<file path="src/hw/rtl/mm8_pkg.sv">
// Shared sizes, types and helpers for the 8x8 matrix multiplier.
// Depends on nothing; every other file of the block imports it.
package mm8_pkg;

  localparam int DIM          = 8;
  localparam int IDX_W        = $clog2(DIM);
  localparam int CELLS        = DIM * DIM;
  localparam int CELL_W       = 2 * IDX_W;
  localparam int BANKS        = 2;
  localparam int BANK_W       = 1;
  localparam int ADDR_W       = BANK_W + CELL_W;
  localparam int OPERAND_BITS = 16;
  localparam int PROD_W       = 2 * OPERAND_BITS;
  localparam int SUM_W        = 35;
  localparam int OUTQ_DEPTH   = 4;
  localparam int OUTQ_PTR_W   = $clog2(OUTQ_DEPTH);
  localparam int OUTQ_CNT_W   = OUTQ_PTR_W + 1;
  localparam int CMDQ_DEPTH   = 2;
  localparam int CMDQ_PTR_W   = $clog2(CMDQ_DEPTH);
  localparam int CMDQ_CNT_W   = CMDQ_PTR_W + 1;

  typedef logic signed [OPERAND_BITS-1:0] operand_t;

  // Write port of the operand store.
  typedef struct packed {
    logic              en;
    logic [ADDR_W-1:0] addr;
    operand_t          left;
    operand_t          right;
  } store_wr_t;

  // Back end hands a bank back to the front end once all of its reads are issued.
  typedef struct packed {
    logic              vld;
    logic [BANK_W-1:0] bank;
  } bank_rel_t;

  typedef struct packed {
    logic signed [SUM_W-1:0] value;
    logic [IDX_W-1:0]        row;
    logic [IDX_W-1:0]        col;
    logic                    last;
  } result_t;

endpackage

</file>
<file path="src/hw/rtl/mm8_store.sv">
// Double-banked operand store: one array for A and one for B, one write
// port and one registered read port each. Depends on mm8_pkg.
module mm8_store import mm8_pkg::*; (
  input  logic              clk,
  input  store_wr_t         wr,
  input  logic [ADDR_W-1:0] rd_addr_left,
  input  logic [ADDR_W-1:0] rd_addr_right,
  output operand_t          rd_left,
  output operand_t          rd_right
);

  localparam int WORDS = BANKS * CELLS;

  operand_t left_mem [WORDS];
  operand_t right_mem [WORDS];
  operand_t rd_left_r;
  operand_t rd_right_r;

  always_ff @(posedge clk) begin
    if (wr.en) begin
      left_mem[wr.addr]  <= wr.left;
      right_mem[wr.addr] <= wr.right;
    end
    rd_left_r  <= left_mem[rd_addr_left];
    rd_right_r <= right_mem[rd_addr_right];
  end

  assign rd_left  = rd_left_r;
  assign rd_right = rd_right_r;

endmodule

</file>
<file path="config.mk">
export PLATFORM = sky130hd
export DESIGN_NAME = mm8_store
export DESIGN_NICKNAME = d
export VERILOG_FILES = /design/src/hw/rtl/mm8_pkg.sv /design/src/hw/rtl/mm8_store.sv
export SDC_FILE = /design/constraint.sdc
export NUM_CORES = 2
export LEC_CHECK = 0
export BUFFER_PORTS_ARGS = -buffer_cell sky130_fd_sc_hd__buf_2
export CAP_MARGIN = 40
export CORE_UTILIZATION = 55
export DETAILED_ROUTE_END_ITERATION = 8
export PLACE_DENSITY = 0.71
export SLEW_MARGIN = 10
export SYNTH_ARGS = -nofsm -noshare
export SYNTH_HDL_FRONTEND = slang
export SYNTH_SLANG_ARGS = --single-unit
</file>
<file path="constraint.sdc">
create_clock -name clk -period 4.28 [get_ports clk]
set_input_delay 0.428 -clock clk [delete_from_list [all_inputs] [get_ports clk]]
set_output_delay 0.428 -clock clk [all_outputs]
set_load 0.005 [all_outputs]
</file>
==> results by group <==
Outcome
  • Status: finished clean

Power and ir drop
  • Sequential Power Share: 53.4%
  • Internal power: 66.3 mW
  • Pwr dens: 471 nW/um^2
  • Clock Power Share: 41.3%
  • VDD IR max: 381 uV
  • Sw Pwr: 17.7 mW
  • Logic pwr share: 5.2%
  • LEAKAGE: 55.0 nW
  • Sw Ratio: 21.0%

CTS
  • H-tree lvl count: 5
  • Number of clock sinks: 4128
  • Clk_lat worst skew: 0.93 ns
  • CTS tree: yes
  • CTS buffer count: 394
  • Post-CTS Resized: 0
  • Max clock buf depth: 4
  • Clock slew at reported path FFs: 0.07 ns
  • Post-CTS setup buffer count: 0
  • Clock Tree Root: clkbuf_16
  • Cts hold-fix bufs: 15

Floorplan
  • Die Height: 535 um
  • Core area: 282000 um^2
  • Rows: 195
  • Chip width: 535 um
  • Initial core utilization: 55.4%
  • Ports: 87
  • Die Area: 286000 um^2

Placed design
  • IO buf count: 86
  • Post-DP HPWL: 220000 um
  • Final GP Congestion: 0.874

Detailed routing
  • Initial DRC count: 11400
  • Routed Wire Length: 402000 um
  • Post-DRT Antenna Nets: 0
  • Drt drc: 0
  • Via count: 72200
  • Router iterations before antenna repair: 5
  • Vias per cell: 6.78
  • Routed wire per std cell: 37.7 um

Timing
  • RSZ-0062 raised after global routing: false
  • Worst slew pin tran: 0.929 ns
  • Period Utilization, post-route: 66.4%
  • Final hold vios: 0
  • Final setup viols: 0
  • Slew headroom: 38.1%
  • Final min period: 2.84 ns
  • Setup TNS: 0 ns
  • Max Clk Rate: 352 MHz
  • Clk_skew: 0.0591 ns
  • Hold Worst Slack: 0.0371 ns
  • Slew Viols, Final: 0

Yosys
  • Post-synth top area share: 78.7%
  • Fraction of registers with async set/reset: 0%
  • Number of enable flip-flop cells after synthesis: 4096
  • Post-synth top area cell: edfxtp_1
  • Yosys Warn Count: 0
  • Avg Inst Size Synth: 26.1 um^2
  • Main synth FF type: edfxtp_1
  • Yosys cell types: 17
  • Ranking of synthesized cells by area: edfxtp_1 (79%), mux4_2 (19%), dfxtp_1 (0.41%)
  • Synth Instances: 5983
  • Synth Cell Area: 156000 um^2
  • Post-synthesis sequential area ratio: 79.1%
  • Count leader, synth: edfxtp_1
  • Commonest cells in the synthesized netlist: edfxtp_1 (4096), mux4_2 (1344), clkbuf_1 (148)
  • Synth Net Count: 6038
  • Seq cells post-synth: 4128

Global route
  • Number of global-route vias before repair: 71900
  • Initial antenna violation count: 60
  • Global route overflow: 0
  • First-pass GRT wire length: 558000 um
  • Pin count of the biggest net entering global routing: 95
  • GR Util All Layers: 28.3%

Flow run
  • Max-cap violation count: 0

Finish
  • Layout cell share with drive strength beyond 1: 36.9%
  • Fill count: 17700
  • Area grow syn2layout: 14.1%
  • # nets final: 6579

Worst setup path
  • Worst setup EP type: flop
  • Worst Path Arrival: 3.63 ns
  • Startpoint Class: input port
  • Crit-path max FO: 40
  • WS Path Type: input port to flop
  • CP required: 5.06 ns

Worst hold path
  • Hold Path Class: input port to flop
-- metrics by stage --
| stage | setup slack (ns) | power (mW) | instances | area, um^2 | utilization (%) |
|---|---|---|---|---|---|
| 2_1_floorplan | 0.841 | 47.7 | 5983 | 156000 | - |
| 3_3_place_gp | 0.569 | 49.9 | 9825 | 165000 | 58.3 |
| 3_5_place_dp | 0.553 | 50.0 | 9843 | 165000 | 58.5 |
| 4_1_cts | 1.50 | 84.2 | 10600 | 178000 | 63.0 |
| 5_1_grt | 1.42 | 85.9 | 10600 | 178000 | 63.2 |
| 6_report | 1.44 | 84.0 | 10700 | 178000 | 63.2 |
-- cells by family after synthesis --
logic type	synth area share [%]
flops	79.1
mux	19.6
buf+inv	0.856
simple gates	0.433
-- cell type report --
class                           count  area (um^2)  area share, %
Antenna cell                       58          145         0.0814
Clock buffer                      477        10400           5.81
Clock inverter                    247         2430           1.36
Multi-Input combinational cell   1543        32300           18.1
Sequential cell                  4128       124000           69.3
Tap cell                         3743         4680           2.63
Timing Repair Buffer              457         4800           2.69
-- state kept, by name, summed over array words and instances (netlist names) --
register / count
left_mem: 2048
rd_left: 16
rd_right: 16
right_mem: 2048
-- worst paths after layout --
| check | slack, ns | end | cells past startpoint | startpoint |
|---|---|---|---|---|
| worst max register to register | 1.63 | rd_right[12]$_DFF_P_ | 4 | right_mem[116][12]$_DFFE_PP_ |
| worst max-delay path | 1.44 | rd_left[1]$_DFF_P_ | 7 | rd_addr_left[0] |
| worst min register to register | 1.13 | rd_right[10]$_DFF_P_ | 4 | right_mem[29][10]$_DFFE_PP_ |
| worst min-delay path | 0.04 | left_mem[10][0]$_DFFE_PP_ | 1 | wr[16] |
-- worst max-delay path: stages --
cell	delay, ns
buf_8	0.39
buf_12	0.38
buf_4	0.29
mux4_2	0.52
mux4_2	0.52
mux4_2	0.62
mux2_2	0.32
-- layout by cell type (no fill, tap or decap), types with 44 or more instances in the layout --
master,n
nor2_4,126
mux4_2,1344
buf_4,285
clkbuf_16,399
clkinv_1,75
bufinv_16,44
buf_12,78
edfxtp_1,4096
diode_2,58
clkinv_2,98
buf_2,45
clkbuf_1,70
-- routing by layer --
| layer | global-route usage, % | part of all wire (%) | vias to the layer above |
|---|---|---|---|
| met4 | 9.81 | 3.9 | 16 |
| met3 | 5.92 | 12 | 638 |
| li1 | - | - | 27500 |
| met2 | 43.6 | 47 | 4963 |
| met1 | 41.0 | 37 | 39100 |
| met5 | 0 | 0.027 | - |
-- power by group through the flow --
stage	sequential, mW	clock, mW	combinational, mW
6_report	44.9	34.7	4.39
4_1_cts	44.9	35.0	4.35
2_1_floorplan	45.6	0	2.15
5_1_grt	44.8	36.5	4.54
3_3_place_gp	45.7	0	4.18
3_5_place_dp	45.7	0	4.31
Note: power is estimated with default switching activity, not from simulation.
