File: config.mk
export PLATFORM = sky130hd
export DESIGN_NAME = mm8_front
export DESIGN_NICKNAME = d
export VERILOG_FILES = /design/src/hw/rtl/mm8_pkg.sv /design/src/hw/rtl/mm8_front.sv
export SDC_FILE = /design/constraint.sdc
export NUM_CORES = 1
export LEC_CHECK = 0
export ABC_AREA = 0
export BUFFER_PORTS_ARGS = -buffer_cell sky130_fd_sc_hd__buf_4
export CAP_MARGIN = 15
export CORE_MARGIN = 2
export CORE_UTILIZATION = 33
export DETAILED_ROUTE_END_ITERATION = 10
export PLACE_DENSITY_LB_ADDON = 0.08
export RECOVER_POWER = 50
export SETUP_SLACK_MARGIN = 0.5
export SYNTH_ARGS = -nofsm -noshare
export SYNTH_HDL_FRONTEND = slang
export SYNTH_SLANG_ARGS = --single-unit
File: constraint.sdc
create_clock -name clk -period 2 [get_ports clk]
set_input_delay 0.3 -clock clk [delete_from_list [all_inputs] [get_ports clk]]
set_output_delay 0.3 -clock clk [all_outputs]
set_load 0.005 [all_outputs]
File: src/hw/rtl/mm8_pkg.sv
// Shared sizes, types and helpers for the 8x8 matrix multiplier.
// Depends on nothing; every other file of the block imports it.
package mm8_pkg;

  localparam int DIM          = 8;
  localparam int IDX_W        = $clog2(DIM);
  localparam int CELLS        = DIM * DIM;
  localparam int CELL_W       = 2 * IDX_W;
  localparam int BANKS        = 2;
  localparam int BANK_W       = 1;
  localparam int ADDR_W       = BANK_W + CELL_W;
  localparam int OPERAND_BITS = 16;
  localparam int PROD_W       = 2 * OPERAND_BITS;
  localparam int SUM_W        = 35;
  localparam int OUTQ_DEPTH   = 4;
  localparam int OUTQ_PTR_W   = $clog2(OUTQ_DEPTH);
  localparam int OUTQ_CNT_W   = OUTQ_PTR_W + 1;
  localparam int CMDQ_DEPTH   = 2;
  localparam int CMDQ_PTR_W   = $clog2(CMDQ_DEPTH);
  localparam int CMDQ_CNT_W   = CMDQ_PTR_W + 1;

  typedef logic signed [OPERAND_BITS-1:0] operand_t;

  // Write port of the operand store.
  typedef struct packed {
    logic              en;
    logic [ADDR_W-1:0] addr;
    operand_t          left;
    operand_t          right;
  } store_wr_t;

  // Back end hands a bank back to the front end once all of its reads are issued.
  typedef struct packed {
    logic              vld;
    logic [BANK_W-1:0] bank;
  } bank_rel_t;

  typedef struct packed {
    logic signed [SUM_W-1:0] value;
    logic [IDX_W-1:0]        row;
    logic [IDX_W-1:0]        col;
    logic                    last;
  } result_t;

endpackage

File: src/hw/rtl/mm8_front.sv
// Front end: accepts operand pairs, writes them into the current bank of the
// store and queues a command once a matrix is complete. Depends on mm8_pkg.
module mm8_front import mm8_pkg::*; (
  input  logic              clk,
  input  logic              rst_n,
  input  logic              push,
  output logic              full,
  input  operand_t          in_left_value,
  input  operand_t          in_right_value,
  output store_wr_t         store_wr,
  output logic              cmd_push,
  output logic [BANK_W-1:0] cmd_bank,
  input  logic              cmd_full,
  input  bank_rel_t         bank_rel
);

  logic [CELL_W-1:0] load_cnt_r, load_cnt_nxt;
  logic [BANK_W-1:0] wr_bank_r, wr_bank_nxt;
  logic [BANKS-1:0]  busy_r, busy_nxt;
  logic              accept;
  logic              done;

  // A bank stays busy from its last load until the back end has read it out.
  assign full   = busy_r[wr_bank_r] || cmd_full;
  assign accept = push && !full;
  assign done   = accept && (load_cnt_r == CELL_W'(CELLS - 1));

  assign store_wr.en    = accept;
  assign store_wr.addr  = {wr_bank_r, load_cnt_r};
  assign store_wr.left  = in_left_value;
  assign store_wr.right = in_right_value;

  assign cmd_push = done;
  assign cmd_bank = wr_bank_r;

  always_comb begin
    load_cnt_nxt = load_cnt_r;
    wr_bank_nxt  = wr_bank_r;
    busy_nxt     = busy_r;
    if (bank_rel.vld) begin
      busy_nxt[bank_rel.bank] = 1'b0;
    end
    if (accept) begin
      load_cnt_nxt = load_cnt_r + CELL_W'(1);
    end
    if (done) begin
      busy_nxt[wr_bank_r] = 1'b1;
      wr_bank_nxt         = wr_bank_r + BANK_W'(1);
    end
  end

  always_ff @(posedge clk) begin
    if (!rst_n) begin
      load_cnt_r <= '0;
      wr_bank_r  <= '0;
      busy_r     <= '0;
    end else begin
      load_cnt_r <= load_cnt_nxt;
      wr_bank_r  <= wr_bank_nxt;
      busy_r     <= busy_nxt;
    end
  end

  a_rel_busy: assert property (@(posedge clk) disable iff (!rst_n)
    bank_rel.vld |-> busy_r[bank_rel.bank])
    else $error("bank released that was not busy");
  a_no_write_busy: assert property (@(posedge clk) disable iff (!rst_n)
    store_wr.en |-> !busy_r[wr_bank_r])
    else $error("write into a bank still being read");

endmodule

==> flow_metrics.env <==
export IMPL_wire_per_inst_um=12.6
export IMPL_place_hpwl_um=916
export IMPL_numCtsBuffers=3
export IMPL_grt_max_degree=12
export IMPL_rsz0062_at_grt="true"
export IMPL_synth_edff_count=0
export IMPL_seqCellArea_um2=186
export IMPL_crit_arrival_ns=1.39
export IMPL_h_tree_depth=1
export IMPL_synth_top_flop_cell="dfxtp_1"
export IMPL_synth_top_cells_by_area="buf_4 36%, dfxtp_1 25%, nand2_1 3.7%"
export IMPL_insertion_delay_ns=0.26
export IMPL_num_io_pins=81
export IMPL_tightestPinTransition_ns=0.223
export IMPL_grt_remaining_overflow=0
export IMPL_cp_start_kind="register"
export IMPL_p_leak_nw=0.326
export IMPL_synth_nets=123
export IMPL_synth_top_area_cell="buf_4"
export IMPL_setup_ws_ns=0.310
export IMPL_area_delta_synth_final_pct=3.36
export IMPL_cts_hold_buf=0
export IMPL_cellPowerDensity_nw_per_um2=508
export IMPL_post_route_drc_count=0
export IMPL_max_freq_mhz=592
export IMPL_drt_total_wl_um=1320
export IMPL_die_x_um=50.3
export IMPL_r2r_start="cmd_bank"
export IMPL_place_ws_ns=0.431
export IMPL_cts_root_buf="clkbuf_4"
export IMPL_rrSetupSlack_ns=0.47
export IMPL_reg2reg_depth=5
export IMPL_port_buffers=16
export IMPL_hp_start="bank_rel[0]"
export IMPL_synth_seq_cells=9
export IMPL_end_kind="output port"
export IMPL_hold_path_end="busy_r[0]"
export IMPL_irDropWorstVdd_mv=0.156
export IMPL_first_iter_violations=5
export IMPL_initial_core_util=0.354
export IMPL_yosysMostFrequentCell="buf_4"
export IMPL_path_max_fanout=3
export IMPL_report_power_total_mw=0.372
export IMPL_finalCritPeriodShare=0.845
export IMPL_cts_buffer_depth=2
export IMPL_grt_antenna_before_repair=0
export IMPL_setup_viol=0
export IMPL_synth_avg_cell_area_um2=8.43
export IMPL_layout_drive_gt1_share=0.474
export IMPL_seq_area_frac_synth=0.254
export IMPL_period_needed_ns=1.69
export IMPL_hold_depth=3
export IMPL_ant_nets=0
export IMPL_vias=464
export IMPL_crit_required_ns=1.70
export IMPL_first_pass_iters=4
export IMPL_finalHoldViolCount=0
export IMPL_core_um2=2000
export IMPL_place_congestion=0.670
export IMPL_via_per_inst=4.42
export IMPL_die_h_um=50.3
export IMPL_relSlewSlack=0.851
export IMPL_worstReg2RegEnd="load_cnt_r[5]"
export IMPL_die_area_um2=2530
export IMPL_finalClockSkew_ns=0.00218
export IMPL_grt_pass1_vias=479
export IMPL_rows=16
export IMPL_synth_top_area_frac=0.360
export IMPL_fillers=215
export IMPL_synth_area_um2=708
export IMPL_ys_warn_count=0
export IMPL_layout_nets=118
export IMPL_grt_use_total=0.114
export IMPL_clock_sinks=9
export IMPL_drv_slew=0
export IMPL_multi_input_area_um2=290
export IMPL_crit_type="register to output port"
export IMPL_holdWs_ns=0.297
export IMPL_synth_top_cells_by_count="34 x buf_4, 9 x dfxtp_1, 7 x nand2_1"
export IMPL_timing_hold_worst_class="input pin to register"
export IMPL_final_setup_tns_ns=0
export IMPL_synth_distinct_cells=26
export IMPL_status="finished, final reports clean"
export IMPL_synth_cells=84
export IMPL_grt_pass1_wl_um=2130
export IMPL_async_flop_share=0
export IMPL_diodes=0
export IMPL_cts_tree="done"
export IMPL_cap_violations=0
export IMPL_clk_pin_slew_worst_paths_ns=0.06
-- layout make-up --
| type | count | share of cell area |
|---|---|---|
| Sequential cell | 9 | 0.255 |
| Tap cell | 27 | 0.0462 |
| Clock buffer | 4 | 0.0359 |
| Multi-Input combinational cell | 38 | 0.397 |
| Timing Repair Buffer | 25 | 0.256 |
| Inverter | 2 | 0.0103 |
-- critical path, cell delays in order, from the launching register on --
cell and delay (ns):
dfxtp_4 0.36, mux2_4 0.32, nor4b_4 0.30, buf_4 0.16
-- logic make-up (layout without fill, tap and decap cells) --
logic type | Yosys count | count (layout) | share of synthesized area
flops | 9 | 9 | 0.254
fa+ha+maj | 1 | 1 | 0.0177
mux | 2 | 2 | 0.0300
buf+inv | 37 | 31 | 0.376
simple gates | 26 | 26 | 0.223
compound gates | 5 | 5 | 0.0495
xor+xnor | 4 | 4 | 0.0495
-- where the power goes --
group	leakage [nW]	internal (mW)	total (mW)	switching [mW]
Combinational	0.237	0.0251	0.0425	0.0173
Clock	0.0150	0.0770	0.146	0.0685
Sequential	0.0744	0.181	0.184	0.00279
Total	0.326	0.283	0.372	0.0886
-- placed cells by master (no fill, tap or decap), types with 2 or more instances in the layout --
master and count:
nor3_1 2, nand3_1 5, xnor2_1 2, buf_4 25
and2_1 4, dfxtp_2 2, dfxtp_1 6, nand2_1 7
clkbuf_4 3, xor2_1 2
-- layer usage --
layer / track usage / vias up / part of all wire
met1: 0.120 / 201 / 0.38
met5: 0 / - / 0
li1: - / 229 / -
met4: 0.131 / 0 / 0.031
met3: 0.0476 / 12 / 0.15
met2: 0.158 / 22 / 0.44
-- per-stage QoR --
step	util	area, µm²	cells
after detailed placement	0.302	604	92
after floorplan	-	709	84
after global placement	0.302	604	92
after global routing	0.366	732	105
after CTS	0.354	709	102
final	0.366	732	105
-- registers in the layout (all words and copies together), names as in the netlist --
| register | cells |
|---|---|
| busy_r | 2 |
| cmd_bank | 1 |
| load_cnt_r | 6 |
-- timing repair --
item,in CTS,in global routing
endpoints found under the setup margin,4,3
resized for setup,8,1
setup buffers,6,3
pin swaps,2,1
-- worst max-delay path by stage --
stage / startpoint / to / slack, ns / cells past startpoint
4_1_cts: load_cnt_r[1] / cmd_push / 0.30 / 4
2_1_floorplan: cmd_bank / load_cnt_r[5] / 0.55 / 4
3_3_place_gp: cmd_bank / cmd_push / 0.43 / 3
5_1_grt: cmd_bank / cmd_push / 0.26 / 3
6_report: cmd_bank / cmd_push / 0.31 / 3
3_5_place_dp: cmd_bank / cmd_push / 0.43 / 3
Note: power is estimated with default switching activity, not from simulation.
