===== src/hw/rtl/mm8_pkg.sv =====
// Shared sizes, types and helpers for the 8x8 matrix multiplier.
// Depends on nothing; every other file of the block imports it.
package mm8_pkg;

  localparam int DIM          = 8;
  localparam int IDX_W        = $clog2(DIM);
  localparam int CELLS        = DIM * DIM;
  localparam int CELL_W       = 2 * IDX_W;
  localparam int BANKS        = 2;
  localparam int BANK_W       = 1;
  localparam int ADDR_W       = BANK_W + CELL_W;
  localparam int OPERAND_BITS = 16;
  localparam int PROD_W       = 2 * OPERAND_BITS;
  localparam int SUM_W        = 35;
  localparam int OUTQ_DEPTH   = 4;
  localparam int OUTQ_PTR_W   = $clog2(OUTQ_DEPTH);
  localparam int OUTQ_CNT_W   = OUTQ_PTR_W + 1;
  localparam int CMDQ_DEPTH   = 2;
  localparam int CMDQ_PTR_W   = $clog2(CMDQ_DEPTH);
  localparam int CMDQ_CNT_W   = CMDQ_PTR_W + 1;

  typedef logic signed [OPERAND_BITS-1:0] operand_t;

  // Write port of the operand store.
  typedef struct packed {
    logic              en;
    logic [ADDR_W-1:0] addr;
    operand_t          left;
    operand_t          right;
  } store_wr_t;

  // Back end hands a bank back to the front end once all of its reads are issued.
  typedef struct packed {
    logic              vld;
    logic [BANK_W-1:0] bank;
  } bank_rel_t;

  typedef struct packed {
    logic signed [SUM_W-1:0] value;
    logic [IDX_W-1:0]        row;
    logic [IDX_W-1:0]        col;
    logic                    last;
  } result_t;

endpackage


===== src/hw/rtl/mm8_cmdq.sv =====
// Short queue of finished-load commands (the bank to multiply) between the
// front and back ends. Depends on mm8_pkg.
module mm8_cmdq import mm8_pkg::*; (
  input  logic              clk,
  input  logic              rst_n,
  input  logic              push,
  input  logic [BANK_W-1:0] push_bank,
  input  logic              pop,
  output logic              empty,
  output logic              full,
  output logic [BANK_W-1:0] head_bank
);

  logic [BANK_W-1:0]     mem_r [CMDQ_DEPTH];
  logic [CMDQ_PTR_W-1:0] wr_ptr_r, wr_ptr_nxt;
  logic [CMDQ_PTR_W-1:0] rd_ptr_r, rd_ptr_nxt;
  logic [CMDQ_CNT_W-1:0] cnt_r, cnt_nxt;
  logic                  do_push, do_pop;

  assign empty     = (cnt_r == '0);
  assign full      = (cnt_r == CMDQ_CNT_W'(CMDQ_DEPTH));
  assign head_bank = mem_r[rd_ptr_r];
  assign do_push   = push && !full;
  assign do_pop    = pop && !empty;

  always_comb begin
    wr_ptr_nxt = wr_ptr_r + CMDQ_PTR_W'(do_push);
    rd_ptr_nxt = rd_ptr_r + CMDQ_PTR_W'(do_pop);
    cnt_nxt    = cnt_r + CMDQ_CNT_W'(do_push) - CMDQ_CNT_W'(do_pop);
  end

  always_ff @(posedge clk) begin
    if (!rst_n) begin
      wr_ptr_r <= '0;
      rd_ptr_r <= '0;
      cnt_r    <= '0;
    end else begin
      wr_ptr_r <= wr_ptr_nxt;
      rd_ptr_r <= rd_ptr_nxt;
      cnt_r    <= cnt_nxt;
    end
  end

  always_ff @(posedge clk) begin
    if (do_push) begin
      mem_r[wr_ptr_r] <= push_bank;
    end
  end

  a_no_overflow: assert property (@(posedge clk) disable iff (!rst_n) !(push && full))
    else $error("command queue pushed while full");
  a_no_underflow: assert property (@(posedge clk) disable iff (!rst_n) !(pop && empty))
    else $error("command queue popped while empty");
  a_cnt_bound: assert property (@(posedge clk) disable iff (!rst_n)
    cnt_r <= CMDQ_CNT_W'(CMDQ_DEPTH))
    else $error("command queue count out of range");

endmodule


===== config.mk =====
export PLATFORM = sky130hd
export DESIGN_NAME = mm8_cmdq
export DESIGN_NICKNAME = d
export VERILOG_FILES = /design/src/hw/rtl/mm8_pkg.sv /design/src/hw/rtl/mm8_cmdq.sv
export SDC_FILE = /design/constraint.sdc
export NUM_CORES = 1
export LEC_CHECK = 0
export ABC_CLOCK_PERIOD_IN_PS = 1500
export BUFFER_PORTS_ARGS = -buffer_cell sky130_fd_sc_hd__buf_2
export CAP_MARGIN = 15
export CORE_AREA = 2 2 39 41
export DETAILED_ROUTE_END_ITERATION = 16
export DIE_AREA = 0 0 41 43
export SLEW_MARGIN = 20
export SYNTH_ARGS = -nofsm -noshare
export SYNTH_HDL_FRONTEND = slang
export SYNTH_SLANG_ARGS = --single-unit

===== constraint.sdc =====
create_clock -name clk -period 1.5 [get_ports clk]
set_clock_uncertainty 0.05 [all_clocks]
set_input_delay 0.375 -clock clk [delete_from_list [all_inputs] [get_ports clk]]
set_output_delay 0.375 -clock clk [all_outputs]
set_load 0.02 [all_outputs]

==> results of run 1 <==
-- layout by cell type (no fill, tap or decap) --
master and n:
buf_2 5, edfxtp_1 2, ha_4 1, buf_4 2, and2_4 1, nand2_1 2
nor2b_1 1, nor2b_2 1, nand2b_1 1, inv_1 1, xnor3_1 1, mux2i_1 2
inv_2 2, o21a_1 1, clkbuf_1 1, mux2_4 1, dfxtp_1 4, buf_6 3
or2b_1 1, and2_1 1, clkbuf_4 3, nor2_1 1, dfxtp_2 1, ha_1 3
-- through the flow --
stage	hold WS [ns]	utilization, %	std cells	worst slack, ns	instance area [µm²]
4_1_cts	0.2589	32.73	58	-0.04433	452.9
3_5_place_dp	0.4240	29.84	54	-0.04121	412.9
6_report	0.2722	34.36	58	-0.02714	475.5
3_3_place_gp	0.4135	29.84	54	-0.009852	412.9
5_1_grt	0.2491	34.36	58	-0.08788	475.5
2_1_floorplan	0.4016	-	28	0.03408	335.3
-- cell families (layout without fill, tap and decap cells) --
kind of cell / count (synthesis) / in the layout
compound gates: 1 / 1
xor+xnor: 1 / 1
fa+ha+maj: 4 / 4
buf+inv: 3 / 17
flops: 7 / 7
mux: 3 / 3
simple gates: 9 / 9
-- where the power goes --
| group | switching [µW] | internal, µW |
|---|---|---|
| combinational | 173 | 240 |
| sequential | 29.4 | 254 |
| clock | 69.3 | 101 |
-- final timing paths --
path                                 end       from  slack, ns  depth (start not counted)
worst max-delay path                full   cnt_r[1]      -0.03                          4
worst min-delay path            mem_r[0]  push_bank       0.27                          1
worst max register to register  cnt_r[1]   cnt_r[1]       0.01                          7
worst min register to register  rd_ptr_r   rd_ptr_r       0.42                          2
-- area by class of cell --
class / instances / area (µm²)
well taps: 16 / 20.02
multi-input cells: 18 / 182.7
fillers: 143 / 908.4
repair buffers: 10 / 73.82
inverters: 3 / 11.26
flip-flops and latches: 7 / 161.4
clock buffers: 4 / 26.28
-- worst max-delay path: stages, from the launching register on --
cell     delay, ns
dfxtp_2       0.34
or2b_1        0.25
buf_6         0.12
inv_2         0.04
buf_6         0.10
-- timing repair --
item	4_1_cts	5_1_grt
setup endpoints to repair	2	4
resized for setup	6	6
endpoints found under the hold margin	0	0
pin swaps	3	0
-- metal layers --
layer | routed length, µm | global-route usage, % | up-vias | share of wire [%]
li1 | - | - | 119 | -
met1 | 209 | 6.840 | 99 | 42
met2 | 238 | 11.25 | 7 | 47
met3 | 54 | 9.424 | 0 | 11
met4 | 0 | 4.000 | 0 | 0
met5 | 0 | 0 | - | 0
==> impl_metrics.json, run 1 <==
{
  "status": "finished with violations",
  "violations": "negative setup slack",
  "cts.sinks": 7,
  "arrival_ns": 1.10,
  "ys_seq_area_share_pct": 47.76,
  "antennaDiodeCount": 0,
  "drive_above_1_share_pct": 47.62,
  "cts_buffers": 3,
  "synth_compound_gate_area_share_pct": 2.239,
  "synth_edf_count": 2,
  "p_leak_uw": 0.0002202,
  "globalplace.congestion": 0.7243,
  "die_y_um": 43,
  "hold_class": "input pin to register",
  "gr-total-overflow": 0,
  "grt_start_max_net_pins": 6,
  "period_share_pct": 101.8,
  "synthesis.nets": 37,
  "io_buffers": 7,
  "max-vdd-ir-drop_v": 0.0008744,
  "cp_max_fo": 4,
  "core_area_um2": 1384,
  "synth-simple-area-share_pct": 15.67,
  "yosysTopAreaCell": "dfxtp_1",
  "drv_slew": 0,
  "ant_nets": 0,
  "ctsHtreeMaxLevel": 1,
  "insertion_delay_ns": 0.25,
  "yosysTopAreaCellShare_pct": 29.85,
  "vias": 225,
  "finalSetupViolations": 1,
  "drt-initial-drc-count": 2,
  "worstSetupEndpointType": "primary output",
  "fin_total_pwr_uw": 867.1,
  "async_reset_ff_share_pct": 0,
  "ioPinCount": 8,
  "dp_hpwl_um": 404.7,
  "num_rows": 14,
  "grt_use_total_pct": 8.165,
  "synth_most_common_cell": "dfxtp_1",
  "grt_pass1_vias": 237,
  "cts_setup_buffers": 0,
  "synth_top_flop_cell": "dfxtp_1",
  "ys_warn_count": 0,
  "worst_slack_ns": -0.02714,
  "synth_common_cells": "5 x dfxtp_1, 4 x ha_1, 3 x inv_1",
  "yosysUniqueCellTypes": 15,
  "synth-xor-area-share_pct": 6.716,
  "avgSynthCellArea_um2": 11.98,
  "synth_area_leaders": "dfxtp_1 30%, edfxtp_1 18%, ha_1 15%",
  "power_density_nw_per_um2": 1824,
  "die_w_um": 41,
  "slew-limit-headroom_pct": 92.43,
  "synth_cells": 28,
  "cp.required_ns": 1.07,
  "drc_errors": 0,
  "syn_to_final_growth_pct": 41.79,
  "critPathKind": "register to primary output",
  "routedWlPerCell_um": 8.655,
  "ys_ff_latch": 7,
  "path_clk_slew_ns": 0.05,
  "synth_top_family_by_area": "simple AND/OR/NAND/NOR gates",
  "rsz0062_at_grt": "true",
  "wirelength_um": 502,
  "tightest_slew_ns": 0.1105,
  "muxShareOfSynthArea_pct": 9.328,
  "cts_tree": "built",
  "holdBufCountCts": 0,
  "drt-pass1-iter-count": 2,
  "synth-adder-area-share_pct": 14.93,
  "fmax_ghz": 0.6548,
  "drv_cap": 0,
  "fin_nets": 52,
  "tns_ns": -0.02714,
  "grt_pass1_wl_um": 855,
  "initial_utilization_pct": 24.23,
  "cts-root-buf": "clkbuf_4",
  "die_area_um2": 1763,
  "syn_area_um2": 335.3,
  "cts_buffer_depth": 2,
  "finalHoldViolCount": 0,
  "period_minus_slack_ns": 1.527,
  "antenna_found_initial": 0,
  "cp-start-kind": "register",
  "routed_via_density": 3.879
}
No activity file was read; power rests on OpenSTA's default activity.
==> inputs of run 2 (changes only) <==
- BUFFER_PORTS_ARGS: -buffer_cell sky130_fd_sc_hd__buf_2 -> unset
- DONT_BUFFER_PORTS: unset -> 1
- TNS_END_PERCENT: unset -> 5
==> impl_metrics.json, run 2 (synthesis gave the netlist of run 1 again) <==
{
  "fin_total_pwr_uw": 799.1,
  "ctsHtreeMaxLevel": 1,
  "drt-initial-drc-count": 0,
  "worst_path_largest_cell_delay_ns": 0.32,
  "wl_met2_um": 226,
  "rr_endpoint": "cnt_r[1]",
  "cp.required_ns": 1.63,
  "core_area_um2": 1384,
  "fin_util_pct": 31.10,
  "met3_length_um": 44,
  "routedWlPerCell_um": 8.385,
  "die_w_um": 41,
  "path_clk_slew_ns": 0.05,
  "cp-start-kind": "register",
  "arrival_ns": 1.60,
  "dp_cells": 47,
  "antenna_found_initial": 0,
  "layout_common_cells": "4 x dfxtp_1, 4 x buf_4, 3 x ha_1, 3 x clkbuf_4",
  "wl_met1_um": 165,
  "r2r-start": "cnt_r[1]",
  "globalplace.congestion": 0.6470,
  "max-vdd-ir-drop_v": 0.0004928,
  "grt_pass1_vias": 232,
  "period_minus_slack_ns": 1.470,
  "instances_no_fill": 52,
  "period_share_pct": 98.02,
  "insertion_delay_ns": 0.24,
  "cp.depth": 7,
  "grt_pass1_wl_um": 786,
  "cts_tree": "built",
  "path_delay_family": "simple AND/OR/NAND/NOR gates",
  "num_rows": 14,
  "drv_slew": 0,
  "syn_to_final_growth_pct": 28.36,
  "finalSetupViolations": 0,
  "routed.top_layer": "met3",
  "cts_buffers": 3,
  "slew-limit-headroom_pct": 74.91,
  "io_buffers": 0,
  "antennaDiodeCount": 0,
  "grt_start_max_net_pins": 6,
  "grt_use_total_pct": 7.222,
  "cts-root-buf": "clkbuf_4",
  "critPathLaunch": "cnt_r[1]",
  "cts.sinks": 7,
  "cts_buffer_depth": 2,
  "path_buf_inv": 1,
  "drv_cap": 0,
  "slowest_stage": "dfxtp_2",
  "p_leak_uw": 0.0001898,
  "r2r_cells": 7,
  "cp_max_fo": 3,
  "critPathKind": "register to register",
  "wirelength_um": 436,
  "fin_nets": 46,
  "routed_via_density": 3.846,
  "crit_path_end": "cnt_r[1]",
  "status": "finished clean",
  "drc_errors": 0,
  "power_density_nw_per_um2": 1857,
  "rrSetupSlack_ns": 0.03,
  "drive_above_1_share_pct": 36.11,
  "fin_hold_ws_ns": 0.1748,
  "die_area_um2": 1763,
  "finalHoldViolCount": 0,
  "fmax_ghz": 0.6802,
  "path_cells": "or2b_1 > nand2_1 > ha_1 > inv_1 > ha_4 > xnor3_1 > nor2b_2",
  "ant_nets": 0,
  "tightest_slew_ns": 0.3749,
  "die_y_um": 43,
  "rsz0062_at_grt": "true",
  "vias": 200,
  "hold_class": "input pin to register",
  "initial_utilization_pct": 24.23,
  "gr-total-overflow": 0,
  "ioPinCount": 8,
  "holdBufCountCts": 0,
  "drt-pass1-iter-count": 1,
  "worstSetupEndpointType": "register"
}
[run 2: routing by layer]
metal,vias to the layer above,GRT usage (%)
li1,108,-
met1,88,5.449
met2,4,10.94
met3,0,5.759
met4,0,6.000
met5,-,0
[run 2: power by group]
group / switching, µW / total [µW] / leakage, µW / internal [µW]
Combinational: 161 / 357 / 0.000114 / 195
Clock: 63.2 / 164 / 0.0000150 / 101
Sequential: 24.9 / 278 / 0.0000604 / 253
[run 2: how the worst min path moves through the flow]
stage          endpoint  cells after the start  slack [ns]  startpoint
2_1_floorplan  register                      2        0.40    rd_ptr_r
3_3_place_gp   rd_ptr_r                      2        0.41    rd_ptr_r
3_5_place_dp   register                      2        0.42    rd_ptr_r
4_1_cts        mem_r[1]                      0        0.16   push_bank
5_1_grt        mem_r[1]                      0        0.15   push_bank
6_report       mem_r[1]                      0        0.17   push_bank
[run 2: worst register-to-register path, delay by kind of cell, from the launching register on]
family / cells / cell delay (ns)
adders and majority gates: 2 / 0.33
buffers and inverters: 1 / 0.08
and+or+nand+nor: 3 / 0.40
xor gates and xnor gates: 1 / 0.21
DFF: 1 / 0.32
[run 2: what timing repair did]
item | CTS | global route
endpoints found under the setup margin | 2 | 3
buffers inserted | 1 | 0
gates resized for setup | 2 | 4
endpoints found under the hold margin | 0 | 0
pin swaps | 0 | 2
[run 2: cell type report]
type | instances | area, µm²
clock buffers | 4 | 26.28
fillers | 143 | 953.4
inverters | 3 | 13.76
multi-input cells | 18 | 178.9
flip-flops and latches | 7 | 161.4
well taps | 16 | 20.02
repair buffers | 4 | 30.03
[run 2: metrics by stage]
step	area, µm²	setup slack, ns	TNS [ns]
after CTS	412.9	0.003141	0
after global placement	377.9	-0.008056	-0.008056
after detailed placement	377.9	-0.02230	-0.02230
final	430.4	0.02974	0
after floorplan	335.3	0.03408	0
after global routing	430.4	-0.06669	-0.06792
==> inputs of run 3 (changes only) <==
- ABC_CLOCK_PERIOD_IN_PS: 1500 -> 1550
- TNS_END_PERCENT: 5 -> 100
- clock period: 1.5 -> 1.55 ns (I/O delays scaled with it)
==> impl_metrics.json, run 3 (synthesis gave the netlist of run 1 again) <==
{
  "status": "finished clean",
  "die_y_um": 43,
  "routedWlPerCell_um": 10.10,
  "rr_endpoint": "cnt_r[1]",
  "p_leak_uw": 0.0001815,
  "slew-limit-headroom_pct": 75.31,
  "worstSetupEndpointType": "primary output",
  "insertion_delay_ns": 0.25,
  "multi_input_comb_area_um2": 191.4,
  "cp.required_ns": 1.11,
  "gr-total-overflow": 0,
  "tightest_slew_ns": 0.3690,
  "holdPathStages": 0,
  "fin_nets": 45,
  "grt_start_max_net_pins": 6,
  "antennaDiodeCount": 0,
  "grt_pass1_wl_um": 765,
  "wirelength_um": 515,
  "rrSetupSlack_ns": 0.08,
  "cts_buffer_depth": 2,
  "hold_class": "input pin to register",
  "arrival_ns": 1.07,
  "antenna_found_initial": 0,
  "hold_end": "mem_r[1]",
  "max-vdd-ir-drop_v": 0.0005998,
  "nFillCells": 142,
  "drv_cap": 0,
  "rsz0062_at_grt": "true",
  "period_minus_slack_ns": 1.511,
  "r2r-start": "cnt_r[0]",
  "cts.sinks": 7,
  "drc_errors": 0,
  "r2r_cells": 7,
  "power_density_nw_per_um2": 1808,
  "critPathKind": "register to primary output",
  "layout_common_cells": "3 x dfxtp_1, 3 x clkbuf_4, 3 x buf_4",
  "fin_hold_ws_ns": 0.1847,
  "die_area_um2": 1763,
  "routed_via_density": 4.039,
  "ioPinCount": 8,
  "placed_cell_area_um2": 362.8,
  "critPathLaunch": "cnt_r[0]",
  "fmax_ghz": 0.6617,
  "min_from": "push_bank",
  "finalSetupViolations": 0,
  "grt_pass1_vias": 203,
  "dp_hpwl_um": 372,
  "core_area_um2": 1384,
  "cts_tree": "built",
  "holdBufCountCts": 0,
  "drive_above_1_share_pct": 42.86,
  "grt_use_total_pct": 7.831,
  "num_rows": 14,
  "drt-initial-drc-count": 3,
  "design_area_um2": 439.2,
  "drt-pass1-iter-count": 2,
  "drv_slew": 0,
  "ctsHtreeMaxLevel": 1,
  "cts_buffers": 3,
  "ant_nets": 0,
  "path_clk_slew_ns": 0.05,
  "globalplace.congestion": 0.6457,
  "fin_util_pct": 31.74,
  "syn_to_final_growth_pct": 30.97,
  "die_w_um": 41,
  "io_buffers": 0,
  "cp_max_fo": 4,
  "finalHoldViolCount": 0,
  "period_share_pct": 97.50,
  "cts-root-buf": "clkbuf_4",
  "initial_utilization_pct": 24.23,
  "vias": 206,
  "ff_latch_area_um2": 162.7,
  "cp-start-kind": "register"
}
run 3: cell count changes in the layout (fill, tap and decap cells not counted), sizes merged:
cell	delta
buf	-1
run 3: how the worst max path moves through the flow:
| stage | to | slack (ns) | depth (start not counted) |
|---|---|---|---|
| 2_1_floorplan | cnt_r[1] | 0.08 | 7 |
| 3_3_place_gp | cnt_r[1] | 0.04 | 7 |
| 3_5_place_dp | cnt_r[1] | -0.01 | 7 |
| 4_1_cts | cnt_r[1] | 0.0005 | 7 |
| 5_1_grt | cnt_r[1] | -0.03 | 7 |
| 6_report | full | 0.04 | 3 |
run 3: cell type report:
type / instances / share of cell area (%)
multi-input combinational: 18 / 43.59
sequential: 7 / 37.04
clock buffer: 4 / 5.983
timing repair buffer: 3 / 5.128
tap: 16 / 4.558
inverter: 3 / 3.704
run 3: stage by stage:
stage                     power [µW]  TNS (ns)  cells  setup slack (ns)
after floorplan                492.0         0     28           0.08408
after global placement         531.2         0     45           0.03576
after detailed placement       539.0  -0.01242     45          -0.01242
after CTS                      712.3         0     49         0.0005010
after global routing           877.9  -0.03928     51          -0.02650
final                          794.0         0     51           0.03879
run 3: power by group:
group          switching [µW]  internal [µW]
sequential               36.2            248
combinational             162            184
clock                    64.6           98.1
run 3: critical path: stages (launching register included):
cell	delay (ns)
dfxtp_2	0.34
or2b_1	0.26
buf_4	0.15
inv_4	0.07
run 3: layer usage:
layer	vias to the layer above	track usage [%]	wire (µm)
met5	-	0	0
met2	7	11.25	298
met4	0	6.000	0
met1	92	5.145	159
met3	0	8.901	57
li1	107	-	-
run 3: timing repair:
| action | CTS | global route |
|---|---|---|
| pin swaps | 0 | 2 |
| endpoints found under the setup margin | 1 | 2 |
| setup buffers | 0 | 2 |
| gates resized for setup | 1 | 9 |
