### src/hw/rtl/mm8_pkg.sv
// Shared sizes, types and helpers for the 8x8 matrix multiplier.
// Depends on nothing; every other file of the block imports it.
package mm8_pkg;

  localparam int DIM          = 8;
  localparam int IDX_W        = $clog2(DIM);
  localparam int CELLS        = DIM * DIM;
  localparam int CELL_W       = 2 * IDX_W;
  localparam int BANKS        = 2;
  localparam int BANK_W       = 1;
  localparam int ADDR_W       = BANK_W + CELL_W;
  localparam int OPERAND_BITS = 16;
  localparam int PROD_W       = 2 * OPERAND_BITS;
  localparam int SUM_W        = 35;
  localparam int OUTQ_DEPTH   = 4;
  localparam int OUTQ_PTR_W   = $clog2(OUTQ_DEPTH);
  localparam int OUTQ_CNT_W   = OUTQ_PTR_W + 1;
  localparam int CMDQ_DEPTH   = 2;
  localparam int CMDQ_PTR_W   = $clog2(CMDQ_DEPTH);
  localparam int CMDQ_CNT_W   = CMDQ_PTR_W + 1;

  typedef logic signed [OPERAND_BITS-1:0] operand_t;

  // Write port of the operand store.
  typedef struct packed {
    logic              en;
    logic [ADDR_W-1:0] addr;
    operand_t          left;
    operand_t          right;
  } store_wr_t;

  // Back end hands a bank back to the front end once all of its reads are issued.
  typedef struct packed {
    logic              vld;
    logic [BANK_W-1:0] bank;
  } bank_rel_t;

  typedef struct packed {
    logic signed [SUM_W-1:0] value;
    logic [IDX_W-1:0]        row;
    logic [IDX_W-1:0]        col;
    logic                    last;
  } result_t;

endpackage

### src/hw/rtl/mm8_back.sv
// Back end: one shared multiply-accumulate unit walks row, column and inner
// index over a loaded bank; results go into a small output queue.
// Depends on mm8_pkg.
module mm8_back import mm8_pkg::*; (
  input  logic              clk,
  input  logic              rst_n,
  input  logic              cmd_empty,
  input  logic [BANK_W-1:0] cmd_bank,
  output logic              cmd_pop,
  output bank_rel_t         bank_rel,
  output logic [ADDR_W-1:0] rd_addr_left,
  output logic [ADDR_W-1:0] rd_addr_right,
  input  operand_t          rd_left,
  input  operand_t          rd_right,
  output logic              empty,
  input  logic              pop,
  output result_t           result
);

  localparam logic [IDX_W-1:0] IDX_LAST = IDX_W'(DIM - 1);

  // Sequencer.
  logic              running_r, running_nxt;
  logic [BANK_W-1:0] bank_r, bank_nxt;
  logic [IDX_W-1:0]  i_r, i_nxt, j_r, j_nxt, k_r, k_nxt;

  // Read stage (store data valid) and product stage.
  logic             s1_vld_r, s1_first_r, s1_final_r, s1_last_r;
  logic [IDX_W-1:0] s1_row_r, s1_col_r;
  logic             s2_vld_r, s2_first_r, s2_final_r, s2_last_r;
  logic [IDX_W-1:0] s2_row_r, s2_col_r;
  logic signed [PROD_W-1:0] prod_r, prod_nxt;
  logic signed [SUM_W-1:0]  acc_r, sum;

  // Output queue.
  result_t               outq_mem_r [OUTQ_DEPTH];
  logic [OUTQ_PTR_W-1:0] oq_wr_r, oq_rd_r;
  logic [OUTQ_CNT_W-1:0] oq_cnt_r, oq_cnt_nxt;
  logic [OUTQ_CNT_W-1:0] pending;
  logic                  oq_push, oq_pop;
  result_t               oq_in;

  logic issue, space_ok, end_entry, end_row, end_all;

  // An entry is started only if its result, plus those still in the pipe,
  // is sure to find room in the output queue.
  assign pending  = OUTQ_CNT_W'(s1_vld_r && s1_final_r) + OUTQ_CNT_W'(s2_vld_r && s2_final_r);
  assign space_ok = (oq_cnt_r + pending) < OUTQ_CNT_W'(OUTQ_DEPTH);
  assign issue    = running_r && ((k_r != '0) || space_ok);

  assign end_entry = (k_r == IDX_LAST);
  assign end_row   = end_entry && (j_r == IDX_LAST);
  assign end_all   = end_row && (i_r == IDX_LAST);

  assign rd_addr_left  = {bank_r, i_r, k_r};
  assign rd_addr_right = {bank_r, k_r, j_r};

  assign cmd_pop       = !running_r && !cmd_empty;
  assign bank_rel.vld  = issue && end_all;
  assign bank_rel.bank = bank_r;

  always_comb begin
    running_nxt = running_r;
    bank_nxt    = bank_r;
    i_nxt       = i_r;
    j_nxt       = j_r;
    k_nxt       = k_r;
    if (cmd_pop) begin
      running_nxt = 1'b1;
      bank_nxt    = cmd_bank;
      i_nxt       = '0;
      j_nxt       = '0;
      k_nxt       = '0;
    end else if (issue) begin
      k_nxt = k_r + IDX_W'(1);
      if (end_entry) begin
        j_nxt = j_r + IDX_W'(1);
      end
      if (end_row) begin
        i_nxt = i_r + IDX_W'(1);
      end
      if (end_all) begin
        running_nxt = 1'b0;
      end
    end
  end

  always_ff @(posedge clk) begin
    if (!rst_n) begin
      running_r <= 1'b0;
      s1_vld_r  <= 1'b0;
      s2_vld_r  <= 1'b0;
    end else begin
      running_r <= running_nxt;
      s1_vld_r  <= issue;
      s2_vld_r  <= s1_vld_r;
    end
  end

  always_ff @(posedge clk) begin
    bank_r     <= bank_nxt;
    i_r        <= i_nxt;
    j_r        <= j_nxt;
    k_r        <= k_nxt;
    s1_first_r <= (k_r == '0);
    s1_final_r <= end_entry;
    s1_last_r  <= end_all;
    s1_row_r   <= i_r;
    s1_col_r   <= j_r;
    s2_first_r <= s1_first_r;
    s2_final_r <= s1_final_r;
    s2_last_r  <= s1_last_r;
    s2_row_r   <= s1_row_r;
    s2_col_r   <= s1_col_r;
    prod_r     <= prod_nxt;
    if (s2_vld_r) begin
      acc_r <= sum;
    end
  end

  assign prod_nxt = rd_left * rd_right;
  assign sum      = (s2_first_r ? SUM_W'(0) : acc_r) + SUM_W'(prod_r);

  assign oq_push     = s2_vld_r && s2_final_r;
  assign oq_in.value = sum;
  assign oq_in.row   = s2_row_r;
  assign oq_in.col   = s2_col_r;
  assign oq_in.last  = s2_last_r;

  assign empty  = (oq_cnt_r == '0);
  assign oq_pop = pop && !empty;
  assign result = outq_mem_r[oq_rd_r];

  assign oq_cnt_nxt = oq_cnt_r + OUTQ_CNT_W'(oq_push) - OUTQ_CNT_W'(oq_pop);

  always_ff @(posedge clk) begin
    if (!rst_n) begin
      oq_wr_r  <= '0;
      oq_rd_r  <= '0;
      oq_cnt_r <= '0;
    end else begin
      oq_wr_r  <= oq_wr_r + OUTQ_PTR_W'(oq_push);
      oq_rd_r  <= oq_rd_r + OUTQ_PTR_W'(oq_pop);
      oq_cnt_r <= oq_cnt_nxt;
    end
  end

  always_ff @(posedge clk) begin
    if (oq_push) begin
      outq_mem_r[oq_wr_r] <= oq_in;
    end
  end

  a_oq_room: assert property (@(posedge clk) disable iff (!rst_n)
    oq_push |-> (oq_cnt_r < OUTQ_CNT_W'(OUTQ_DEPTH)) || oq_pop)
    else $error("output queue overflow");
  a_rel_end: assert property (@(posedge clk) disable iff (!rst_n)
    bank_rel.vld |=> !running_r)
    else $error("sequencer still running after its bank was released");
  a_last_pos: assert property (@(posedge clk) disable iff (!rst_n)
    (oq_push && oq_in.last) |-> (oq_in.row == IDX_LAST) && (oq_in.col == IDX_LAST))
    else $error("last flag on an entry other than the final one");

endmodule

### config.mk
export PLATFORM = sky130hd
export DESIGN_NAME = mm8_back
export DESIGN_NICKNAME = d
export VERILOG_FILES = /design/src/hw/rtl/mm8_pkg.sv /design/src/hw/rtl/mm8_back.sv
export SDC_FILE = /design/constraint.sdc
export NUM_CORES = 1
export LEC_CHECK = 0
export ABC_AREA = 1
export BUFFER_PORTS_ARGS = -buffer_cell sky130_fd_sc_hd__buf_4
export CAP_MARGIN = 5
export CORE_AREA = 2 2 322 245
export DETAILED_ROUTE_END_ITERATION = 7
export DIE_AREA = 0 0 324 247
export PLACE_DENSITY = 0.55
export SKIP_LAST_GASP = 1
export SLEW_MARGIN = 20
export SYNTH_ARGS = -nofsm -noshare
export SYNTH_HDL_FRONTEND = slang
export SYNTH_SLANG_ARGS = --single-unit
### constraint.sdc
create_clock -name clk -period 6.05 [get_ports clk]
set_input_delay 0.605 -clock clk [delete_from_list [all_inputs] [get_ports clk]]
set_output_delay 0.605 -clock clk [all_outputs]
set_load 0.1 [all_outputs]
==> impl_metrics.toml, run 1 <==
[critical_path]
critical_path.max_fanout = 12
setup.worst_path.end_class = "flop"
rr_startpoint = "s2_first_r"
reg_to_reg_end = "acc_r[32]"
worstSetupPathType = "in -> reg"
ff2ff_path_depth = 15
ff2ff_setup_slack_ns = 3.08
start_kind = "input port"
worstPathRequired_ns = 6.55
cp_data_arrival_time_ns = 6.00

[timing]
timing.slew.headroom_pct = 30.2
timing.final.crit_share_pct = 90.9
grt_setup_unrepaired = "no"
report.final.slew_viol_count = 0
setup_tns_ns = 0
clock_skew_ns = 0.0282
max_freq_ghz = 0.182
fin_ws_ns = 0.551
report.final.hold_viol_count = 0
report.final.setup_viol = 0
final.min_clock_period_ns = 5.50
max_slew.worst_pin.slew_ns = 1.05

[cells_and_area]
area_overhead_vs_synth_pct = 12.0
fin_util_pct = 33.1
antenna_cells = 0
nNetsFinal = 3150
layout-drive-gt1-share_pct = 7.58

[clocking]
cell_at_the_root_of_the_clock_tree = "clkbuf_16"
numClockSinks = 273
cts_hold_repair.buffers = 0
cts_buffers = 28
postCtsSetupRepairBufs = 0
cts.clk_slew.worst_paths_ns = 0.06
count_of_cells_resized_by_post_cts_repair = 0
cts_max_level = 1
clk_path_buf_depth = 3
tritoncts = "built"
insertion_delay_ns = 0.56

[route]
wire_per_inst_um = 14.7
drcViolationCount = 0
drt_first_iter_violations = 1137
routed-via-count = 16700
vias_per_std_cell = 4.40
postRouteWirelength_mm = 55.8
final_antenna_net_count = 0
drt_first_pass_iters = 8

[global_route]
number_of_global_route_vias_before_repair = 17000
grt_pass1_wl_mm = 92.2
grt_max_degree = 86
grt.overflow.total = 0
grtUsageTotal_pct = 14.5
grt_antenna_before_repair = 0

[synth]
syn-cell-area_sq_um = 22900
ys.warnings.count = 0
netlist_top_cells_area = "edfxtp_1, fa_1, inv_1"
synth_area_leader_cell = "edfxtp_1"
mappedNetlistNets = 3095
synthesis.instances = 2666
postSynthRegisterBits = 273
yosys.area.top_type_share_pct = 26.8
synth_sequential_area_ratio_pct = 32.8
yosys.cell_types.count = 38
postSynthAreaPerCell_sq_um = 8.57

[run_status]
run_status = "completed"

[floorplanning]
dieHeight_um = 247
die_w_um = 324
core-area_sq_um = 77400
initial_core_util_pct = 29.5
dieArea_sq_um = 80000
number_of_standard_cell_rows_in_the_floorplan = 89
ioPinCount = 97

[placed_design]
placement.setup.worst_slack_ns = 0.0816
finalWeightedCongestion = 0.935
place.port_buffers = 96
sum_of_net_half_perimeters_after_detailed_placement_mm = 43.0

[min_path]
min-delay-path-class = "in -> reg"
hold_path_startpoint = "cmd_bank"
worst_hold_path.endpoint = "bank_r"
holdPathStages = 1

[job]
max-cap-violations = 0
==> critical path, stage by stage <==
cell     delay (ns)
buf_4          0.17
nand2_1        0.11
inv_1          0.09
fa_1           0.73
fa_1           0.64
buf_4          0.23
fa_1           0.48
inv_1          0.06
fa_1           0.54
fa_1           0.42
fa_1           0.49
inv_1          0.04
ha_1           0.35
nand2_1        0.11
nor2_1         0.21
nand2_1        0.15
nor3_1         0.16
nand2_1        0.18
nand3_1        0.11
nand2_1        0.05
nand2_1        0.07
==> per-layer routing <==
metal | global-route usage (%) | vias up | part of all wire, %
li1 | - | 8196 | -
met2 | 23.3 | 347 | 45
met5 | 0 | - | 0
met3 | 2.31 | 47 | 5.8
met1 | 20.9 | 8075 | 48
met4 | 2.36 | 0 | 1.5
==> sequential cells by signal, summed over array words and instances (netlist names), 2 cells and up <==
register and cells:
outq_mem_r 168, acc_r 35, prod_r 32, i_r 3, j_r 3, k_r 3
oq_cnt_r 3, s1_col_r 3, s1_row_r 3, s2_col_r 3, s2_row_r 3, oq_rd_r 2
oq_wr_r 2
==> worst max-delay path by stage <==
| stage | startpoint | cells after the start | slack [ns] | end |
|---|---|---|---|---|
| 6_report | rd_left[15] | 21 | 0.55 | prod_r[29] |
| 5_1_grt | rd_left[15] | 20 | 0.30 | prod_r[29] |
| 4_1_cts | rd_left[15] | 20 | 0.65 | prod_r[29] |
| 3_5_place_dp | rd_left[15] | 19 | 0.08 | prod_r[29] |
| 3_3_place_gp | rd_left[15] | 19 | 0.08 | prod_r[23] |
| 2_1_floorplan | rd_right[6] | 20 | 0.39 | prod_r[30] |
==> cell usage in the layout, fill, tap and decap left out, types with 17 or more instances in the layout <==
master	netlist	final
inv_1	643	641
nand2_1	602	602
fa_1	264	264
nor2_1	230	230
edfxtp_1	204	204
ha_1	128	128
buf_4	6	121
o21ai_0	113	113
nand3_1	67	67
dfxtp_1	69	67
a21oi_1	56	56
o22ai_1	42	42
xor2_1	36	36
clkbuf_16	0	29
nand4_1	21	21
nor3_1	21	17
==> kinds of logic after synthesis <==
| logic type | share of synthesized area, % |
|---|---|
| simple gates | 17.4 |
| buf+inv | 12.4 |
| fa+ha+maj | 30.1 |
| flops | 32.8 |
| compound gates | 5.58 |
| xor+xnor | 1.69 |
==> stage by stage <==
stage	area [sq um]	cells	hold slack, ns
3_5_place_dp	24700	3737	0.312
4_1_cts	25600	3789	0.211
5_1_grt	25600	3789	0.212
6_report	25600	3789	0.242
2_1_floorplan	22900	2666	0.310
3_3_place_gp	24700	3737	0.310
==> synth_stat cells <==
cell type,n
inv_1,643
nand2_1,602
fa_1,264
nor2_1,230
edfxtp_1,204
ha_1,128
o21ai_0,113
clkbuf_1,82
dfxtp_1,69
nand3_1,67
a21oi_1,56
o22ai_1,42
xor2_1,36
nand4_1,21
nor3_1,21
nand2_2,11
o21bai_1,8
xnor2_1,8
buf_2,7
inv_2,7
buf_4,6
nand3b_1,5
a21oi_2,4
nand3_2,4
or2_2,4
a31oi_1,3
nor3_2,3
o21ai_1,3
and2_1,2
nor2_2,2
nor2_4,2
nor4_1,2
or2_1,2
a21boi_1,1
a21boi_2,1
a21o_1,1
buf_1,1
o21bai_2,1
==> cell type report <==
type / instances / area, sq um
Fill cell: 8089 / 51800
Timing Repair Buffer: 121 / 908
Inverter: 650 / 2440
Tap cell: 1046 / 1310
Sequential cell: 273 / 7510
Multi-Input combinational cell: 1647 / 12500
Clock buffer: 37 / 766
Clock inverter: 15 / 131
Power of run 1 is not shown: default switching activity piles up to over one toggle a cycle in this logic, so the estimate is an artifact.
==> run 2, diff against run 1 <==
--- a/config.mk
+++ b/config.mk
@@ -8,10 +8,10 @@
 export ABC_AREA = 1
 export BUFFER_PORTS_ARGS = -buffer_cell sky130_fd_sc_hd__buf_4
 export CAP_MARGIN = 5
-export CORE_AREA = 2 2 322 245
+export CORE_AREA = 2 2 264 201
 export DETAILED_ROUTE_END_ITERATION = 7
-export DIE_AREA = 0 0 324 247
-export PLACE_DENSITY = 0.55
+export DIE_AREA = 0 0 266 203
+export PLACE_DENSITY = 0.72
 export SKIP_LAST_GASP = 1
 export SLEW_MARGIN = 20
 export SYNTH_ARGS = -nofsm -noshare
==> impl_metrics.toml, run 2 (same netlist as run 1, synthesis figures left out) <==
[floorplanning]
number_of_standard_cell_rows_in_the_floorplan = 72
core-area_sq_um = 51200
dieHeight_um = 203
dieArea_sq_um = 54000
die_w_um = 266
ioPinCount = 97
initial_core_util_pct = 44.7

[placed_design]
place.port_buffers = 96
placement.setup.worst_slack_ns = -0.0846
finalWeightedCongestion = 0.927
dp.cells = 3348
placedInstanceArea_sq_um = 24200
sum_of_net_half_perimeters_after_detailed_placement_mm = 42.2

[timing]
timing.final.crit_share_pct = 94.2
report.final.setup_viol = 0
timing.slew.headroom_pct = 42.7
fin_ws_ns = 0.353
grt_setup_unrepaired = "no"
max_slew.worst_pin.slew_ns = 0.859
max_freq_ghz = 0.176
report.final.hold_viol_count = 0
final.min_clock_period_ns = 5.70
clock_skew_ns = 0.0165
report.final.slew_viol_count = 0

[cells_and_area]
final_cells = 3394
area_overhead_vs_synth_pct = 9.38
finalInstanceArea_sq_um = 25000
largest_register = "outq_mem_r"
mostFrequentLayoutCell = "inv_1"
reg.largest.list = "outq_mem_r x168, acc_r x35, prod_r x32"
most_used_cells_in_the_layout_excluding_fill_and_tap_cells = "inv_1, nand2_1, fa_1"
largest_reg_flops = 168
nNetsFinal = 3138
layout-drive-gt1-share_pct = 7.18
layout.filler_cells = 4729
antenna_cells = 0

[job]
max-cap-violations = 0

[route]
vias_per_std_cell = 5.03
drt_first_pass_iters = 5
final_antenna_net_count = 0
drcViolationCount = 0
drt_first_iter_violations = 1467
postRouteWirelength_mm = 54.3
routed-via-count = 17100
wire_per_inst_um = 16.0

[global_route]
grt_max_degree = 86
grt_pass1_wl_mm = 89.9
grt_antenna_before_repair = 0
number_of_global_route_vias_before_repair = 17800
grt.overflow.total = 0
grtUsageTotal_pct = 20.7

[run_status]
run_status = "completed"

[critical_path]
worstPathRequired_ns = 6.47
start_kind = "input port"
worstSetupPathType = "in -> reg"
cp_data_arrival_time_ns = 6.12
critical_path.max_fanout = 16
worstPathCellList = "buf_4, nand2_1, inv_1, fa_1, fa_1, fa_1, fa_1, fa_1, inv_1, fa_1, inv_1, ha_1, nand2_1, nor3_1, o21ai_0, nand4_1, nand2_1"
max_stage_delay_ns = 0.82
worst_path_max_delay_cell = "fa_1"
setup.worst_path.end_class = "flop"
path_common_cell = "fa_1"

[clocking]
cts.clk_slew.worst_paths_ns = 0.06
tritoncts = "built"
clk_path_buf_depth = 3
cts_max_level = 1
count_of_cells_resized_by_post_cts_repair = 0
cts_hold_repair.buffers = 0
postCtsSetupRepairBufs = 0
numClockSinks = 273
cell_at_the_root_of_the_clock_tree = "clkbuf_16"
insertion_delay_ns = 0.54
cts_buffers = 25

[min_path]
min-delay-path-class = "in -> reg"
-- run 2: layer usage --
layer	wire length [um]	share of wire (%)	vias to the layer above	track usage, %
met2	25200	46	482	34.0
met3	3650	6.7	62	3.57
met4	647	1.2	0	3.05
li1	-	-	8158	-
met5	0	0	-	0
met1	24800	46	8364	29.4
-- run 2: final timing paths --
check / start / endpoint / slack, ns / cells past startpoint
setup / recovery: rd_left[15] / prod_r[25] / 0.35 / 17
hold / removal: cmd_bank / bank_r / 0.24 / 1
setup reg to reg: s2_first_r / outq_mem_r[0][19] / 2.65 / 13
hold reg to reg: s1_last_r / s2_last_r / 0.33 / 0
-- run 2: per-stage QoR --
step	TNS, ns	util (%)	hold slack (ns)
floorplan	0	-	0.310
global placement	-0.0273	47.2	0.312
detailed placement	-0.152	47.2	0.314
CTS	0	48.9	0.226
global route	0	48.9	0.221
finish	0	48.9	0.239
-- run 2: layout make-up --
cell class	instances	area, sq um	share of cell area, %
Multi-Input combinational cell	1647	12500	50.1
Sequential cell	273	7510	30.0
Inverter	650	2440	9.76
Timing Repair Buffer	112	841	3.36
Tap cell	666	833	3.33
Clock buffer	30	664	2.66
Clock inverter	16	175	0.701
-- run 2: critical path: cells and delay by family --
family	cells	cell delay, ns
and+or+nand+nor	5	1.03
buffers and inverters	4	0.37
adders and majority gates	7	3.80
AOI/OAI and AO/OA	1	0.33
Power of run 2 is left out for the same reason.
==> run 3, diff against run 2 <==
--- a/config.mk
+++ b/config.mk
@@ -6,7 +6,7 @@
 export NUM_CORES = 1
 export LEC_CHECK = 0
 export ABC_AREA = 1
-export BUFFER_PORTS_ARGS = -buffer_cell sky130_fd_sc_hd__buf_4
+export BUFFER_PORTS_ARGS = -buffer_cell sky130_fd_sc_hd__buf_2
 export CAP_MARGIN = 5
 export CORE_AREA = 2 2 264 201
 export DETAILED_ROUTE_END_ITERATION = 7
==> impl_metrics.toml, run 3 (same netlist as run 1, synthesis figures left out) <==
[critical_path]
setup.worst_path.end_class = "flop"
critical_path.max_fanout = 12
max_stage_delay_ns = 0.82
critical_path.n_buffers_inverters = 5
worst_path_max_delay_cell = "fa_1"
worstSetupPathType = "in -> reg"
worstPathRequired_ns = 6.49
cp_data_arrival_time_ns = 6.08
start_kind = "input port"
worstPathCellList = "buf_2, nand2_1, fa_1, inv_1, fa_1, fa_1, fa_1, fa_1, inv_1, fa_1, inv_1, ha_1, nand2_1, nor2_1, inv_1, nor2_1, nand4_1, nand3b_1, xor2_1"
path_common_cell = "fa_1"
critPathTopFamily = "adder cells"

[clocking]
postCtsSetupRepairBufs = 0
cell_at_the_root_of_the_clock_tree = "clkbuf_16"
cts_buffers = 26
cts_hold_repair.buffers = 0
count_of_cells_resized_by_post_cts_repair = 0
cts.clk_slew.worst_paths_ns = 0.06
tritoncts = "built"
clk_path_buf_depth = 3
numClockSinks = 273
insertion_delay_ns = 0.54
cts_max_level = 1

[global_route]
groute.layer.met2.usage_pct = 31.8
grtUsageTotal_pct = 19.9
grt_antenna_before_repair = 0
grt_max_degree = 86
grt_pass1_wl_mm = 86.7
grt.overflow.total = 0
number_of_global_route_vias_before_repair = 17000
global_route.peak_usage_layer = "met2"
gr-usage-met3_pct = 2.52
grt_use_met1_pct = 29.4

[route]
final_antenna_net_count = 0
wire_per_inst_um = 15.1
drt_first_iter_violations = 1220
routed-via-count = 16900
postRouteWirelength_mm = 51.5
vias_per_std_cell = 4.97
drt_first_pass_iters = 6
drcViolationCount = 0

[floorplanning]
initial_core_util_pct = 44.7
ioPinCount = 97
number_of_standard_cell_rows_in_the_floorplan = 72
core-area_sq_um = 51200
dieHeight_um = 203
dieArea_sq_um = 54000
die_w_um = 266

[timing]
report.final.slew_viol_count = 0
report.final.setup_viol = 0
timing.slew.headroom_pct = 35.5
setup_tns_ns = 0
timing.final.crit_share_pct = 93.4
final.min_clock_period_ns = 5.65
grt_setup_unrepaired = "no"
clock_skew_ns = 0.00951
report.final.hold_viol_count = 0
max_freq_ghz = 0.177
max_slew.worst_pin.slew_ns = 0.967

[cells_and_area]
finalInstanceArea_sq_um = 24900
mostFrequentLayoutCell = "inv_1"
area_overhead_vs_synth_pct = 8.79
largest_reg_flops = 168
reg.largest.list = "outq_mem_r x168, acc_r x35, prod_r x32"
largest_register = "outq_mem_r"
nNetsFinal = 3155
antenna_cells = 0
most_used_cells_in_the_layout_excluding_fill_and_tap_cells = "inv_1, nand2_1, fa_1"
layout-drive-gt1-share_pct = 7.73

[run_status]
run_status = "completed"

[min_path]
min-delay-path-class = "in -> reg"

[placed_design]
finalWeightedCongestion = 0.950
place.port_buffers = 96
placedInstanceArea_sq_um = 24000
sum_of_net_half_perimeters_after_detailed_placement_mm = 40.0

[job]
max-cap-violations = 0
==> run 3: worst paths after layout <==
check / startpoint / endpoint / slack, ns / cells past startpoint
worst min register to register: s1_col_r[0] / s2_col_r[0] / 0.33 / 0
worst max-delay path: rd_left[15] / prod_r[23] / 0.40 / 19
worst min-delay path: cmd_bank / bank_r / 0.25 / 1
worst max register to register: s2_first_r / outq_mem_r[2][29] / 3.02 / 13
==> run 3: final cells by class <==
type,count,area [sq um]
fill,4847,26300
multi-input combinational,1647,12500
sequential,273,7510
inverter,650,2440
tap,666,833
clock buffer,35,736
timing repair buffer,128,721
clock inverter,11,87.6
==> run 3: layer usage <==
layer,wire length (um),up-vias
li1,-,8197
met1,23900,8174
met2,23200,517
met3,3560,57
met4,811,0
met5,0,-
==> run 3: metrics by stage <==
step / std cells / setup WS (ns) / hold slack [ns] / util, %
4_1_cts: 3410 / 0.526 / 0.220 / 48.6
3_3_place_gp: 3364 / -0.00286 / 0.311 / 47.0
6_report: 3410 / 0.402 / 0.249 / 48.6
5_1_grt: 3410 / 0.253 / 0.226 / 48.6
2_1_floorplan: 2666 / 0.391 / 0.310 / -
3_5_place_dp: 3364 / -0.00587 / 0.312 / 47.0
Power of run 3 is left out for the same reason.
